<file path="src/hdl/stt_pkg.sv">
// Shared types and constants for the source text tokenizer.
`timescale 1ns / 1ps

package stt_pkg;

   // Depth of the queue between front and back
   localparam int QUEUE_DEPTH = 4;

   // Character classes found by the front
   typedef enum logic [2:0] {
      CLS_SPACE,
      CLS_WORD,    // letter or underscore
      CLS_DIGIT,
      CLS_DOT,
      CLS_QUOTE,
      CLS_SYM,
      CLS_OTHER
   } char_class_type;

   // Scanner state in the back
   typedef enum logic [2:0] {
      ST_IDLE,
      ST_IDENT,
      ST_INT,
      ST_FRAC,
      ST_STR,
      ST_STOP
   } scan_state_type;

   // Token kinds on the result channel
   typedef enum logic [2:0] {
      KIND_ID,
      KIND_NUM,
      KIND_STR,
      KIND_SYM,
      KIND_UNK,
      KIND_END
   } token_kind_type;

   // One classified input transaction, as queued between front and back
   typedef struct packed {
      logic [7:0]     data;
      logic           eot;
      char_class_type cls;
   } entry_type;

   // One result transaction
   typedef struct packed {
      token_kind_type kind;
      logic           has;
      logic [7:0]     data;
      logic           first;
      logic           done;
      logic           last;
   } result_type;

endpackage

</file>
<file path="src/hdl/source_text_tokenizer.sv">
// Top level of the source text tokenizer.
`timescale 1ns / 1ps

// Source text tokenizer.
// Input channel (req_): one source byte per transaction, or an end-of-text
// marker. Result channel (rsp_): token items, at most one token character
// each, with kind, first/done flags and run_last on the final item caused by
// an input. The front classifies each accepted byte and writes it into a
// small queue (QUEUE_DEPTH entries); the back runs the scanner and drives a
// registered output. An accepted input is written into the queue; the back
// loads its result into the output register. Throughput is one byte per
// cycle while rsp_ready stays high; a byte that closes an identifier or
// number and opens a new token yields two items and holds the queue head
// until both are loaded, as does end of text with a token open, since the
// back has a single output register. Bytes that yield no item (spaces, the
// number dot) pop without waiting for the output register. An unknown byte
// outside a string or end of text stops the scanner: later inputs are taken
// and dropped until reset. Reset empties the queue and the output register
// and returns the scanner to idle between tokens. When the receiver holds
// rsp_ready low the back stalls, the queue fills, and req_ready then drops.
module source_text_tokenizer #(
   parameter int QUEUE_DEPTH = stt_pkg::QUEUE_DEPTH
) (
   input  logic       clock,
   input  logic       reset,
   input  logic       req_valid,
   output logic       req_ready,
   input  logic [7:0] req_text_byte,
   input  logic       req_end_of_text,
   output logic       rsp_valid,
   input  logic       rsp_ready,
   output logic [2:0] rsp_token_kind,
   output logic       rsp_has_byte,
   output logic [7:0] rsp_token_byte,
   output logic       rsp_token_first,
   output logic       rsp_token_done,
   output logic       rsp_run_last
);

   logic                head_valid;
   logic                head_pop;
   stt_pkg::entry_type  head;
   stt_pkg::result_type rsp;

   stt_front #(
      .DEPTH(QUEUE_DEPTH)
   ) u_front (
      .clock           (clock),
      .reset           (reset),
      .req_valid       (req_valid),
      .req_ready       (req_ready),
      .req_text_byte   (req_text_byte),
      .req_end_of_text (req_end_of_text),
      .head_valid      (head_valid),
      .head            (head),
      .head_pop        (head_pop)
   );

   stt_back u_back (
      .clock      (clock),
      .reset      (reset),
      .head_valid (head_valid),
      .head       (head),
      .head_pop   (head_pop),
      .rsp_valid  (rsp_valid),
      .rsp_ready  (rsp_ready),
      .rsp        (rsp)
   );

   // Unpack the result transaction onto its ports
   assign rsp_token_kind  = 3'(rsp.kind);
   assign rsp_has_byte    = rsp.has;
   assign rsp_token_byte  = rsp.data;
   assign rsp_token_first = rsp.first;
   assign rsp_token_done  = rsp.done;
   assign rsp_run_last    = rsp.last;

endmodule

</file>
<file path="src/hdl/stt_front.sv">
// Front end: classify incoming bytes and queue them for the scanner.
`timescale 1ns / 1ps

module stt_front #(
   parameter int DEPTH = stt_pkg::QUEUE_DEPTH
) (
   input  logic               clock,
   input  logic               reset,
   input  logic               req_valid,
   output logic               req_ready,
   input  logic [7:0]         req_text_byte,
   input  logic               req_end_of_text,
   output logic               head_valid,
   output stt_pkg::entry_type head,
   input  logic               head_pop
);

   localparam int PTR_W  = (DEPTH > 1) ? $clog2(DEPTH) : 1;
   localparam int FILL_W = $clog2(DEPTH + 1);

   stt_pkg::entry_type queue_mem [DEPTH];
   logic [PTR_W-1:0]   wr_ptr_ff, wr_ptr_in;
   logic [PTR_W-1:0]   rd_ptr_ff, rd_ptr_in;
   logic [FILL_W-1:0]  fill_ff, fill_in;
   logic               push;
   logic               pop;
   stt_pkg::entry_type new_entry;

   // Classify one raw byte
   function automatic stt_pkg::char_class_type classify(input logic [7:0] b);
      stt_pkg::char_class_type c;
      c = stt_pkg::CLS_OTHER;
      if (b == 8'h20) begin
         c = stt_pkg::CLS_SPACE;
      end else if ((b >= 8'h41 && b <= 8'h5A) || (b >= 8'h61 && b <= 8'h7A) ||
                   b == 8'h5F) begin
         c = stt_pkg::CLS_WORD;
      end else if (b >= 8'h30 && b <= 8'h39) begin
         c = stt_pkg::CLS_DIGIT;
      end else if (b == 8'h2E) begin
         c = stt_pkg::CLS_DOT;
      end else if (b == 8'h22 || b == 8'h27) begin
         c = stt_pkg::CLS_QUOTE;
      end else begin
         case (b) inside
            8'h3B, 8'h21, 8'h25, 8'h5E, 8'h26, 8'h2A, 8'h28, 8'h29, 8'h2D, 8'h2B,
            8'h3D, 8'h7B, 8'h7D, 8'h7C, 8'h3C, 8'h3E, 8'h2F, 8'h3A, 8'h5B,
            8'h5D: c = stt_pkg::CLS_SYM;
            default: c = stt_pkg::CLS_OTHER;
         endcase
      end
      return c;
   endfunction

   // Build the queue entry
   always_comb begin
      new_entry.data = req_text_byte;
      new_entry.eot  = req_end_of_text;
      new_entry.cls  = classify(req_text_byte);
   end

   assign req_ready  = (fill_ff != FILL_W'(DEPTH));
   assign push       = req_valid && req_ready;
   assign head_valid = (fill_ff != '0);
   assign pop        = head_pop && head_valid;
   assign head       = queue_mem[rd_ptr_ff];

   // Advance pointers and fill count
   always_comb begin
      wr_ptr_in = wr_ptr_ff;
      rd_ptr_in = rd_ptr_ff;
      fill_in   = fill_ff;
      if (push) begin
         wr_ptr_in = (wr_ptr_ff == PTR_W'(DEPTH - 1)) ? '0 : wr_ptr_ff + 1'b1;
      end
      if (pop) begin
         rd_ptr_in = (rd_ptr_ff == PTR_W'(DEPTH - 1)) ? '0 : rd_ptr_ff + 1'b1;
      end
      if (push && !pop) begin
         fill_in = fill_ff + 1'b1;
      end else if (pop && !push) begin
         fill_in = fill_ff - 1'b1;
      end
   end

   always_ff @(posedge clock) begin
      if (reset) begin
         wr_ptr_ff <= '0;
         rd_ptr_ff <= '0;
         fill_ff   <= '0;
      end else begin
         wr_ptr_ff <= wr_ptr_in;
         rd_ptr_ff <= rd_ptr_in;
         fill_ff   <= fill_in;
      end
   end

   // Store the classified transaction
   always_ff @(posedge clock) begin
      if (push) begin
         queue_mem[wr_ptr_ff] <= new_entry;
      end
   end

endmodule

</file>
<file path="src/hdl/stt_back.sv">
// Back end: scanner state machine and registered result output.
`timescale 1ns / 1ps

module stt_back (
   input  logic                clock,
   input  logic                reset,
   input  logic                head_valid,
   input  stt_pkg::entry_type  head,
   output logic                head_pop,
   output logic                rsp_valid,
   input  logic                rsp_ready,
   output stt_pkg::result_type rsp
);

   stt_pkg::scan_state_type state_ff, state_in;
   logic                    phase_ff, phase_in;
   logic                    rsp_valid_ff, rsp_valid_in;
   stt_pkg::result_type     rsp_ff, rsp_in;

   stt_pkg::result_type     r0, r1, fres;
   logic                    f_has;
   stt_pkg::scan_state_type f_state;
   logic [1:0]              cnt;
   logic                    out_free;
   logic                    load;

   function automatic stt_pkg::result_type mk(input stt_pkg::token_kind_type k,
                                              input logic has,
                                              input logic [7:0] d,
                                              input logic first,
                                              input logic done);
      stt_pkg::result_type r;
      r.kind  = k;
      r.has   = has;
      r.data  = has ? d : 8'h00;
      r.first = first;
      r.done  = done;
      r.last  = 1'b0;
      return r;
   endfunction

   function automatic stt_pkg::token_kind_type open_kind(input stt_pkg::scan_state_type s);
      stt_pkg::token_kind_type k;
      case (s)
         stt_pkg::ST_IDENT: k = stt_pkg::KIND_ID;
         stt_pkg::ST_STR:   k = stt_pkg::KIND_STR;
         default:           k = stt_pkg::KIND_NUM;
      endcase
      return k;
   endfunction

   // Handle a byte seen between tokens
   always_comb begin
      f_has   = 1'b1;
      f_state = stt_pkg::ST_IDLE;
      fres    = mk(stt_pkg::KIND_UNK, 1'b0, 8'h00, 1'b1, 1'b1);
      case (head.cls)
         stt_pkg::CLS_SPACE: begin
            f_has = 1'b0;
         end
         stt_pkg::CLS_WORD: begin
            fres    = mk(stt_pkg::KIND_ID, 1'b1, head.data, 1'b1, 1'b0);
            f_state = stt_pkg::ST_IDENT;
         end
         stt_pkg::CLS_DIGIT: begin
            fres    = mk(stt_pkg::KIND_NUM, 1'b1, head.data, 1'b1, 1'b0);
            f_state = stt_pkg::ST_INT;
         end
         stt_pkg::CLS_QUOTE: begin
            fres    = mk(stt_pkg::KIND_STR, 1'b0, 8'h00, 1'b1, 1'b0);
            f_state = stt_pkg::ST_STR;
         end
         stt_pkg::CLS_SYM: begin
            fres = mk(stt_pkg::KIND_SYM, 1'b1, head.data, 1'b1, 1'b1);
         end
         default: begin
            f_state = stt_pkg::ST_STOP;
         end
      endcase
   end

   // Work out the results of the head transaction and the next scan state
   always_comb begin
      r0       = mk(open_kind(state_ff), 1'b0, 8'h00, 1'b0, 1'b1);
      r1       = fres;
      cnt      = 2'd0;
      state_in = state_ff;
      if (state_ff == stt_pkg::ST_STOP) begin
         cnt = 2'd0;
      end else if (head.eot) begin
         state_in = stt_pkg::ST_STOP;
         r1       = mk(stt_pkg::KIND_END, 1'b0, 8'h00, 1'b1, 1'b1);
         if (state_ff == stt_pkg::ST_IDLE) begin
            r0  = r1;
            cnt = 2'd1;
         end else begin
            cnt = 2'd2;
         end
      end else begin
         case (state_ff)
            stt_pkg::ST_IDENT: begin
               if (head.cls == stt_pkg::CLS_WORD || head.cls == stt_pkg::CLS_DIGIT) begin
                  r0  = mk(stt_pkg::KIND_ID, 1'b1, head.data, 1'b0, 1'b0);
                  cnt = 2'd1;
               end else begin
                  cnt      = f_has ? 2'd2 : 2'd1;
                  state_in = f_state;
               end
            end
            stt_pkg::ST_INT, stt_pkg::ST_FRAC: begin
               if (head.cls == stt_pkg::CLS_DIGIT) begin
                  r0  = mk(stt_pkg::KIND_NUM, 1'b1, head.data, 1'b0, 1'b0);
                  cnt = 2'd1;
               end else if (head.cls == stt_pkg::CLS_DOT && state_ff == stt_pkg::ST_INT) begin
                  cnt      = 2'd0;
                  state_in = stt_pkg::ST_FRAC;
               end else begin
                  cnt      = f_has ? 2'd2 : 2'd1;
                  state_in = f_state;
               end
            end
            stt_pkg::ST_STR: begin
               cnt = 2'd1;
               if (head.cls == stt_pkg::CLS_QUOTE) begin
                  state_in = stt_pkg::ST_IDLE;
               end else begin
                  r0 = mk(stt_pkg::KIND_STR, 1'b1, head.data, 1'b0, 1'b0);
               end
            end
            default: begin
               r0       = fres;
               cnt      = f_has ? 2'd1 : 2'd0;
               state_in = f_state;
            end
         endcase
      end
   end

   // Load the output register; pop each head after its last result (if any)
   always_comb begin
      out_free     = !rsp_valid_ff || rsp_ready;
      load         = head_valid && (cnt != 2'd0) && out_free;
      head_pop     = head_valid && ((cnt == 2'd0) ||
                                    (load && (cnt == 2'd1 || phase_ff)));
      phase_in     = phase_ff;
      rsp_valid_in = rsp_valid_ff;
      rsp_in       = rsp_ff;
      if (rsp_ready) begin
         rsp_valid_in = 1'b0;
      end
      if (load) begin
         rsp_valid_in = 1'b1;
         rsp_in       = phase_ff ? r1 : r0;
         rsp_in.last  = (cnt == 2'd1) || phase_ff;
         phase_in     = (cnt == 2'd2) && !phase_ff;
      end
   end

   always_ff @(posedge clock) begin
      if (reset) begin
         state_ff     <= stt_pkg::ST_IDLE;
         phase_ff     <= 1'b0;
         rsp_valid_ff <= 1'b0;
      end else begin
         if (head_pop) begin
            state_ff <= state_in;
         end
         phase_ff     <= phase_in;
         rsp_valid_ff <= rsp_valid_in;
      end
   end

   // Hold result payload
   always_ff @(posedge clock) begin
      rsp_ff <= rsp_in;
   end

   assign rsp_valid = rsp_valid_ff;
   assign rsp       = rsp_ff;

   // A pending second result keeps its transaction at the queue head
   a_phase_has_head : assert property (@(posedge clock) disable iff (reset)
      phase_ff |-> (head_valid && cnt == 2'd2))
      else $error("second result pending without a two-result head");

   // The stopped state is left only through reset
   a_stop_sticky : assert property (@(posedge clock) disable iff (reset)
      state_ff == stt_pkg::ST_STOP |=> state_ff == stt_pkg::ST_STOP)
      else $error("scanner left the stopped state");

   // End and unknown items are always the last result of their transaction
   a_end_last : assert property (@(posedge clock) disable iff (reset)
      (rsp_valid_ff && (rsp_ff.kind == stt_pkg::KIND_END ||
                        rsp_ff.kind == stt_pkg::KIND_UNK)) |-> rsp_ff.last)
      else $error("end or unknown item not marked last");

   // Loading the first of two results never pops the head
   a_no_early_pop : assert property (@(posedge clock) disable iff (reset)
      (load && !phase_ff && cnt == 2'd2) |-> !head_pop)
      else $error("head popped before its second result");

endmodule
</file>
<file path="config.mk">
export PLATFORM = sky130hd
export DESIGN_NAME = source_text_tokenizer
export DESIGN_NICKNAME = d
export VERILOG_FILES = /design/src/hdl/stt_pkg.sv /design/src/hdl/source_text_tokenizer.sv /design/src/hdl/stt_front.sv /design/src/hdl/stt_back.sv
export SDC_FILE = /design/constraint.sdc
export NUM_CORES = 1
export LEC_CHECK = 0
export BUFFER_PORTS_ARGS = -buffer_cell sky130_fd_sc_hd__buf_2
export CAP_MARGIN = 20
export CORE_ASPECT_RATIO = 0.6
export CORE_MARGIN = 2
export CORE_UTILIZATION = 54
export CTS_CLUSTER_SIZE = 12
export DETAILED_ROUTE_END_ITERATION = 8
export GPL_TIMING_DRIVEN = 0
export PLACE_DENSITY = 0.85
export SLEW_MARGIN = 20
export SYNTH_ARGS = -nofsm -noshare
export SYNTH_HDL_FRONTEND = slang
export SYNTH_SLANG_ARGS = --single-unit
</file>
<file path="constraint.sdc">
create_clock -name clock -period 3 [get_ports clock]
set_clock_uncertainty 0.15 [all_clocks]
set_input_delay 0.15 -clock clock [delete_from_list [all_inputs] [get_ports clock]]
set_output_delay 0.15 -clock clock [all_outputs]
set_load 0.1 [all_outputs]
</file>
# Word-level counts from Yosys, hierarchy flattened

Memory sizes are Yosys's and may differ from the RTL's. A register that Yosys moved wholly into a read port is not among the register bits.
Index checks and enable logic that the tools add are counted.

Register bits: 27
Bits in writable memories: 48
Input port bits: 13
Output and inout port bits: 17
Logic and storage cells: 146
Memories kept: 1

$add $sub $neg: 4
Order comparisons: 6
Eq/ne operators: 43
Muxes and demuxes: 44
Bitwise gates (word level): 1
Reduce and logical (&&, ||, !) cells: 35

Memory list:

| memory            | words | bits a word | read ports | clocked after memory_dff | write ports | RTL line        | RTL |
|---|---|---|---|---|---|---|---|
| u_front.queue_mem | 4     | 12          | 1          | 1                        | 1           | stt_front.sv:21 | `stt_pkg::entry_type queue_mem [DEPTH];` |

Operators with widths:

| operator             | number |
|---|---|
| $eq A8 B6 Y1 const B | 18 |
| $mux W15             | 6 |
| $pmux W15 S4         | 1 |
| $eq A8 B7 Y1 const B | 7 |
| $pmux W15 S3         | 1 |
| $mux W14             | 3 |
| $mux W3              | 11 |
| $mux W2              | 13 |
| $reduce_or A20 Y1    | 1 |
| $ge A8 B7 Y1 const B | 2 |
| $le A8 B7 Y1 const B | 2 |
| $logic_and A1 B1 Y1  | 13 |
| $eq A3 B2 Y1 const B | 4 |
| $eq A3 B3 Y1 const B | 4 |
| $pmux W3 S4          | 1 |
| $ne A3 B3 Y1 const B | 3 |
| $pmux W3 S3          | 1 |
| $ge A8 B6 Y1 const B | 1 |
| $le A8 B6 Y1 const B | 1 |
| $logic_or A1 B1 Y1   | 7 |
| $eq A2 B2 Y1 const B | 3 |
| $eq A3 B1 Y1 const B | 2 |
| $logic_not A3 Y1     | 2 |
| $pmux W2 S3          | 1 |
| other kinds (14)     | 25 |

# Logic depth before layout (Yosys ltp)

Depth in word-level cells: 17
Mapped depth: 13
Gate-level depth less buffers: 11

# Hierarchy

A second synthesis with hierarchy kept.

Cell total of the unflattened synthesis: 293
Area, all modules: 3789.9 sq um

By module, submodules not included:

| module    | instances | cells an instance | area an instance (sq um) | seq. area each (sq um) |
|---|---|---|---|---|
| stt_front | 1         | 156               | 2444.8                   | 1621.6 |
| stt_back  | 1         | 137               | 1345.0                   | 550.5 |

# Worst setup path after synthesis

No wires, ideal clock.

Path type: reg-to-reg
Start point: register (tool-made name)
End point: register u_front.fill_ff[2]
Setup time: 0.071 ns
Arrival time: 3.074 ns
Data required time: 2.779 ns
Slack: -0.294 ns
Cell stages (with the launch flop): 14
Cell sequence: dfxtp_1 -> clkbuf_1 -> mux4_2 -> buf_2 -> inv_1 -> o311ai_1 -> o2bb2ai_2 -> a21bo_2 -> ha_1 -> inv_1 -> fa_1 -> xor2_1 -> or3_1 -> a21oi_1

RTL lines:

| what                   | RTL line        | RTL |
|---|---|---|
| end signal: assignment | stt_front.sv:94 | `fill_ff <= fill_in;` |
| end: declaration       | stt_front.sv:24 | `logic [FILL_W-1:0] fill_ff, fill_in;` |

==> run_summary.xml <==
<?xml version="1.0" encoding="UTF-8"?>
<metrics>
  <group name="outcome">
    <metric name="run_status" unit="">finished with violations</metric>
    <metric name="violations" unit="">setup timing</metric>
  </group>
  <group name="synth">
    <metric name="synth-seq-cells" unit="">77</metric>
    <metric name="synth-compound-area-share" unit="%">13.6</metric>
    <metric name="postSynth.asyncResetShare" unit="%">0</metric>
    <metric name="synth.top_cell.area_share" unit="%">50.3</metric>
    <metric name="synth_edf_count" unit="">63</metric>
    <metric name="synth-seq-area-share" unit="%">57.8</metric>
    <metric name="synth-simple-area-share" unit="%">12.5</metric>
    <metric name="yosys.cell_types.count" unit="">51</metric>
    <metric name="top_cells_by_area_in_the_synthesized_netlist" unit="">sky130_fd_sc_hd__edfxtp_1 50%, sky130_fd_sc_hd__dfxtp_1 7.5%, sky130_fd_sc_hd__mux4_1 4.2%, sky130_fd_sc_hd__a21oi_1 4.0%, sky130_fd_sc_hd__mux4_2 3.6%</metric>
    <metric name="synthXorXnorAreaFrac" unit="%">0.699</metric>
    <metric name="syn_avg_cell_area" unit="µm²">12.2</metric>
    <metric name="arithmetic_cell_share_of_the_synthesized_area_counting_full_adders_half_adders_and_majority_gates" unit="%">2.53</metric>
    <metric name="synthMostInstantiatedCell" unit="">sky130_fd_sc_hd__edfxtp_1</metric>
    <metric name="synth.cells.most_frequent" unit="">63 x sky130_fd_sc_hd__edfxtp_1, 30 x sky130_fd_sc_hd__a21oi_1, 29 x sky130_fd_sc_hd__nor2_1</metric>
    <metric name="syn_nets" unit="">328</metric>
    <metric name="yosysWarnings" unit="">0</metric>
    <metric name="mappedNetlistArea" unit="µm²">3760</metric>
    <metric name="synth_mux_area_share" unit="%">9.72</metric>
    <metric name="synth_top_flop_cell" unit="">sky130_fd_sc_hd__edfxtp_1</metric>
    <metric name="dominant_combinational_cell_family_by_area_after_synthesis" unit="">compound AO/OA/AOI/OAI gates</metric>
    <metric name="synthCells" unit="">308</metric>
    <metric name="yosysTopAreaCell" unit="">sky130_fd_sc_hd__edfxtp_1</metric>
  </group>
  <group name="global_routing">
    <metric name="global_route.overflow_total" unit="">0</metric>
    <metric name="grt.total_usage" unit="%">24.5</metric>
    <metric name="pin_count_of_the_biggest_net_entering_global_routing" unit="">17</metric>
    <metric name="number_of_antenna_violations_at_the_first_check_in_global_routing" unit="">0</metric>
    <metric name="number_of_global_route_vias_before_repair" unit="">2727</metric>
    <metric name="grt_first_pass_wirelength" unit="µm">13900</metric>
  </group>
  <group name="clock_tree">
    <metric name="cts.path.max_buffers" unit="">2</metric>
    <metric name="cts_inserted_buffers" unit="">9</metric>
    <metric name="h_tree_level_count" unit="">3</metric>
    <metric name="path_clk_slew" unit="ns">0.06</metric>
    <metric name="cts_tree" unit="">done</metric>
    <metric name="numClockSinks" unit="">77</metric>
    <metric name="insertion_delay" unit="ns">0.35</metric>
    <metric name="cts_root_buffer" unit="">sky130_fd_sc_hd__clkbuf_16</metric>
  </group>
  <group name="power_and_ir_drop">
    <metric name="internal-power" unit="µW">3170</metric>
    <metric name="power_switching_share" unit="%">44.2</metric>
    <metric name="power_density" unit="nW/µm²">1240</metric>
    <metric name="leakage" unit="µW">0.00168</metric>
    <metric name="seq_power_share" unit="%">27.9</metric>
    <metric name="total_power" unit="µW">5690</metric>
    <metric name="clock_power_share" unit="%">20.7</metric>
    <metric name="combinationalPowerShare" unit="%">51.4</metric>
    <metric name="ir_worst_vdd" unit="mV">0.920</metric>
    <metric name="total_net_switching_power" unit="µW">2520</metric>
  </group>
  <group name="sta">
    <metric name="worst_max_slew_pin_slew" unit="ns">0.709</metric>
    <metric name="slew-limit-headroom" unit="%">52.7</metric>
    <metric name="final_max_slew_viol_count" unit="">0</metric>
    <metric name="finalWorstPathRequiredPeriod" unit="ns">3.16</metric>
    <metric name="fmax" unit="MHz">316</metric>
    <metric name="grt_setup_unrepaired" unit="">yes</metric>
    <metric name="finalSetupViolCount" unit="">7</metric>
    <metric name="finalHoldViolations" unit="">0</metric>
    <metric name="finalCritPeriodShare" unit="%">105</metric>
    <metric name="setup_slack" unit="ns">-0.162</metric>
    <metric name="finalHoldWorstSlack" unit="ns">0.0247</metric>
  </group>
  <group name="final_layout">
    <metric name="nNetsFinal" unit="">387</metric>
    <metric name="fill_cells" unit="">457</metric>
    <metric name="insertedDiodeCount" unit="">0</metric>
    <metric name="syn2layout_area_growth" unit="%">22.4</metric>
    <metric name="finalNonFillerCells" unit="">459</metric>
    <metric name="final_layout_size_suffix_gt1_share" unit="%">24.2</metric>
    <metric name="final_area" unit="µm²">4600</metric>
  </group>
  <group name="min_path">
    <metric name="hold_class" unit="">in2reg</metric>
    <metric name="whs_path_depth" unit="">1</metric>
  </group>
  <group name="floorplanning">
    <metric name="core" unit="µm²">6710</metric>
    <metric name="chipHeight" unit="µm">68.6</metric>
    <metric name="num_rows" unit="">23</metric>
    <metric name="pin_count" unit="">30</metric>
    <metric name="chipWidth" unit="µm">112</metric>
    <metric name="fp.dieArea" unit="µm²">7670</metric>
    <metric name="initial_standard_cell_utilization_of_the_core" unit="%">56.1</metric>
  </group>
  <group name="drt">
    <metric name="drt-vias-per-instance" unit="">6.17</metric>
    <metric name="detail_route.first_pass.iterations" unit="">6</metric>
    <metric name="drcViolationCount" unit="">0</metric>
    <metric name="route.vias.total" unit="">2831</metric>
    <metric name="final_antenna_net_count" unit="">0</metric>
    <metric name="drt_iter0_drc" unit="">358</metric>
    <metric name="routedWlPerCell" unit="µm">19.3</metric>
    <metric name="final_wirelength" unit="µm">8880</metric>
  </group>
  <group name="setup_path">
    <metric name="critPathLaunchType" unit="">flip-flop</metric>
    <metric name="cp_num_cells" unit="">10</metric>
    <metric name="end_kind" unit="">flip-flop</metric>
    <metric name="cp_data_arrival_time" unit="ns">3.23</metric>
    <metric name="worst_r2r_path_depth" unit="">10</metric>
    <metric name="worst_ep_required_time" unit="ns">3.06</metric>
    <metric name="cp_max_fo" unit="">3</metric>
    <metric name="ws_path_type" unit="">reg2reg</metric>
    <metric name="worst_path_largest_cell_delay" unit="ns">0.56</metric>
    <metric name="worst-path-buf-inv" unit="">1</metric>
    <metric name="cp_cell_sequence" unit="">mux4_2 &gt; or4_4 &gt; a32oi_2 &gt; o2bb2ai_2 &gt; a21bo_4 &gt; ha_4 &gt; inv_2 &gt; fa_2 &gt; mux2i_1 &gt; nor2_1</metric>
    <metric name="cpMaxStageDelayCell" unit="">sky130_fd_sc_hd__or4_4</metric>
    <metric name="crit_family" unit="">multiplexers</metric>
  </group>
  <group name="place">
    <metric name="placement.cell_area" unit="µm²">4040</metric>
    <metric name="globalplace.congestion" unit="">0.952</metric>
    <metric name="dp_cells" unit="">424</metric>
    <metric name="port_buffers" unit="">29</metric>
    <metric name="hpwlAfterDp" unit="µm">5350</metric>
  </group>
  <group name="job">
    <metric name="max_cap_viol_count" unit="">0</metric>
  </group>
</metrics>
[kinds of logic (layout without fill, tap and decap cells)]
kind of cell	after synthesis	in the layout
simple gates	93	93
compound gates	80	80
flops	77	77
buf+inv	29	93
mux	19	19
fa+ha+maj	7	7
xor+xnor	3	3
[power by group through the flow]
stage | Combinational, µW | Sequential [µW] | Clock [µW]
2_1_floorplan | 1280 | 2410 | 0
3_5_place_dp | 2540 | 1600 | 0
5_1_grt | 3090 | 1610 | 1220
3_3_place_gp | 2500 | 1590 | 0
6_report | 2930 | 1590 | 1180
4_1_cts | 2730 | 1580 | 1180
[cell usage in the layout, fill, tap and decap left out, drive strengths merged, types with 3 or more instances in the layout]
cell	Yosys	final
edfxtp	63	63
buf	2	44
a21oi	30	30
nor2	29	29
clkbuf	17	23
nand2	19	19
o21ai	18	18
nor2b	15	15
dfxtp	14	14
mux4	12	12
inv	10	12
dlygate4sd3	0	9
nand2b	6	6
ha	6	6
mux2i	5	5
nor3	5	5
or3	4	4
and3	4	4
a32oi	4	4
nand3	3	3
o21bai	3	3
a31oi	3	3
xor2	3	3
[through the flow]
| stage | util, % | TNS [ns] | worst slack [ns] |
|---|---|---|---|
| floorplan | - | -0.300 | -0.153 |
| global placement | 60.2 | -2.68 | -0.412 |
| detailed placement | 60.2 | -3.78 | -0.422 |
| CTS | 67.8 | -0.329 | -0.169 |
| global route | 68.6 | -1.20 | -0.242 |
| finish | 68.6 | -0.577 | -0.162 |
[worst reg2reg max path: stages (launching register included)]
cell and delay (ns):
sky130_fd_sc_hd__edfxtp_1 0.39, sky130_fd_sc_hd__mux4_2 0.53, sky130_fd_sc_hd__or4_4 0.56, sky130_fd_sc_hd__a32oi_2 0.25, sky130_fd_sc_hd__o2bb2ai_2 0.09, sky130_fd_sc_hd__a21bo_4 0.24
sky130_fd_sc_hd__ha_4 0.16, sky130_fd_sc_hd__inv_2 0.05, sky130_fd_sc_hd__fa_2 0.42, sky130_fd_sc_hd__mux2i_1 0.15, sky130_fd_sc_hd__nor2_1 0.05
[layer usage]
layer	track usage [%]	share of wire [%]	routed length (µm)
met1	32.5	43	3790
met2	39.2	46	4040
met3	7.26	9.6	850
met4	9.10	2.3	200
met5	0	0	0
[registers in the layout, summed over array words and instances, names as in the netlist, named ones only]
register / cells
u_front.queue_mem: 48
u_back.rsp: 15
u_back.state_ff: 3
u_front.fill_ff: 3
u_front.rd_ptr_ff: 2
u_front.wr_ptr_ff: 2
u_back.phase_ff: 1
u_back.rsp_valid: 1
[area by class of cell]
type | count | area, µm² | share of cell area, %
sequential | 77 | 2180 | 47.3
inverter | 10 | 40.0 | 0.870
clock buffer | 9 | 225 | 4.89
multi-input combinational | 202 | 1520 | 33.1
tap | 87 | 109 | 2.37
buffer | 18 | 96.3 | 2.09
clock inverter | 7 | 97.6 | 2.12
timing repair buffer | 49 | 334 | 7.26
[path summary, 6_finish.rpt]
| path | start | end | slack (ns) |
|---|---|---|---|
| setup / recovery | u_front.queue_mem[3][2] | u_front.fill_ff[1] | -0.16 |
| hold / removal | req_text_byte[4] | u_front.queue_mem[1][8] | 0.02 |
| hold reg to reg | u_front.rd_ptr_ff[0] | flip-flop | 0.34 |
| setup reg to reg | u_front.queue_mem[3][2] | u_front.fill_ff[1] | -0.16 |
[repair_timing]
item,4_1_cts,5_1_grt
hold buffers,9,0
resized for setup,11,8
buffers inserted,7,4
endpoints found under the setup margin,30,33
hold endpoints to repair,33,0
cloned,0,0
pin swaps,6,5
Note: power is estimated with default switching activity, not from simulation.
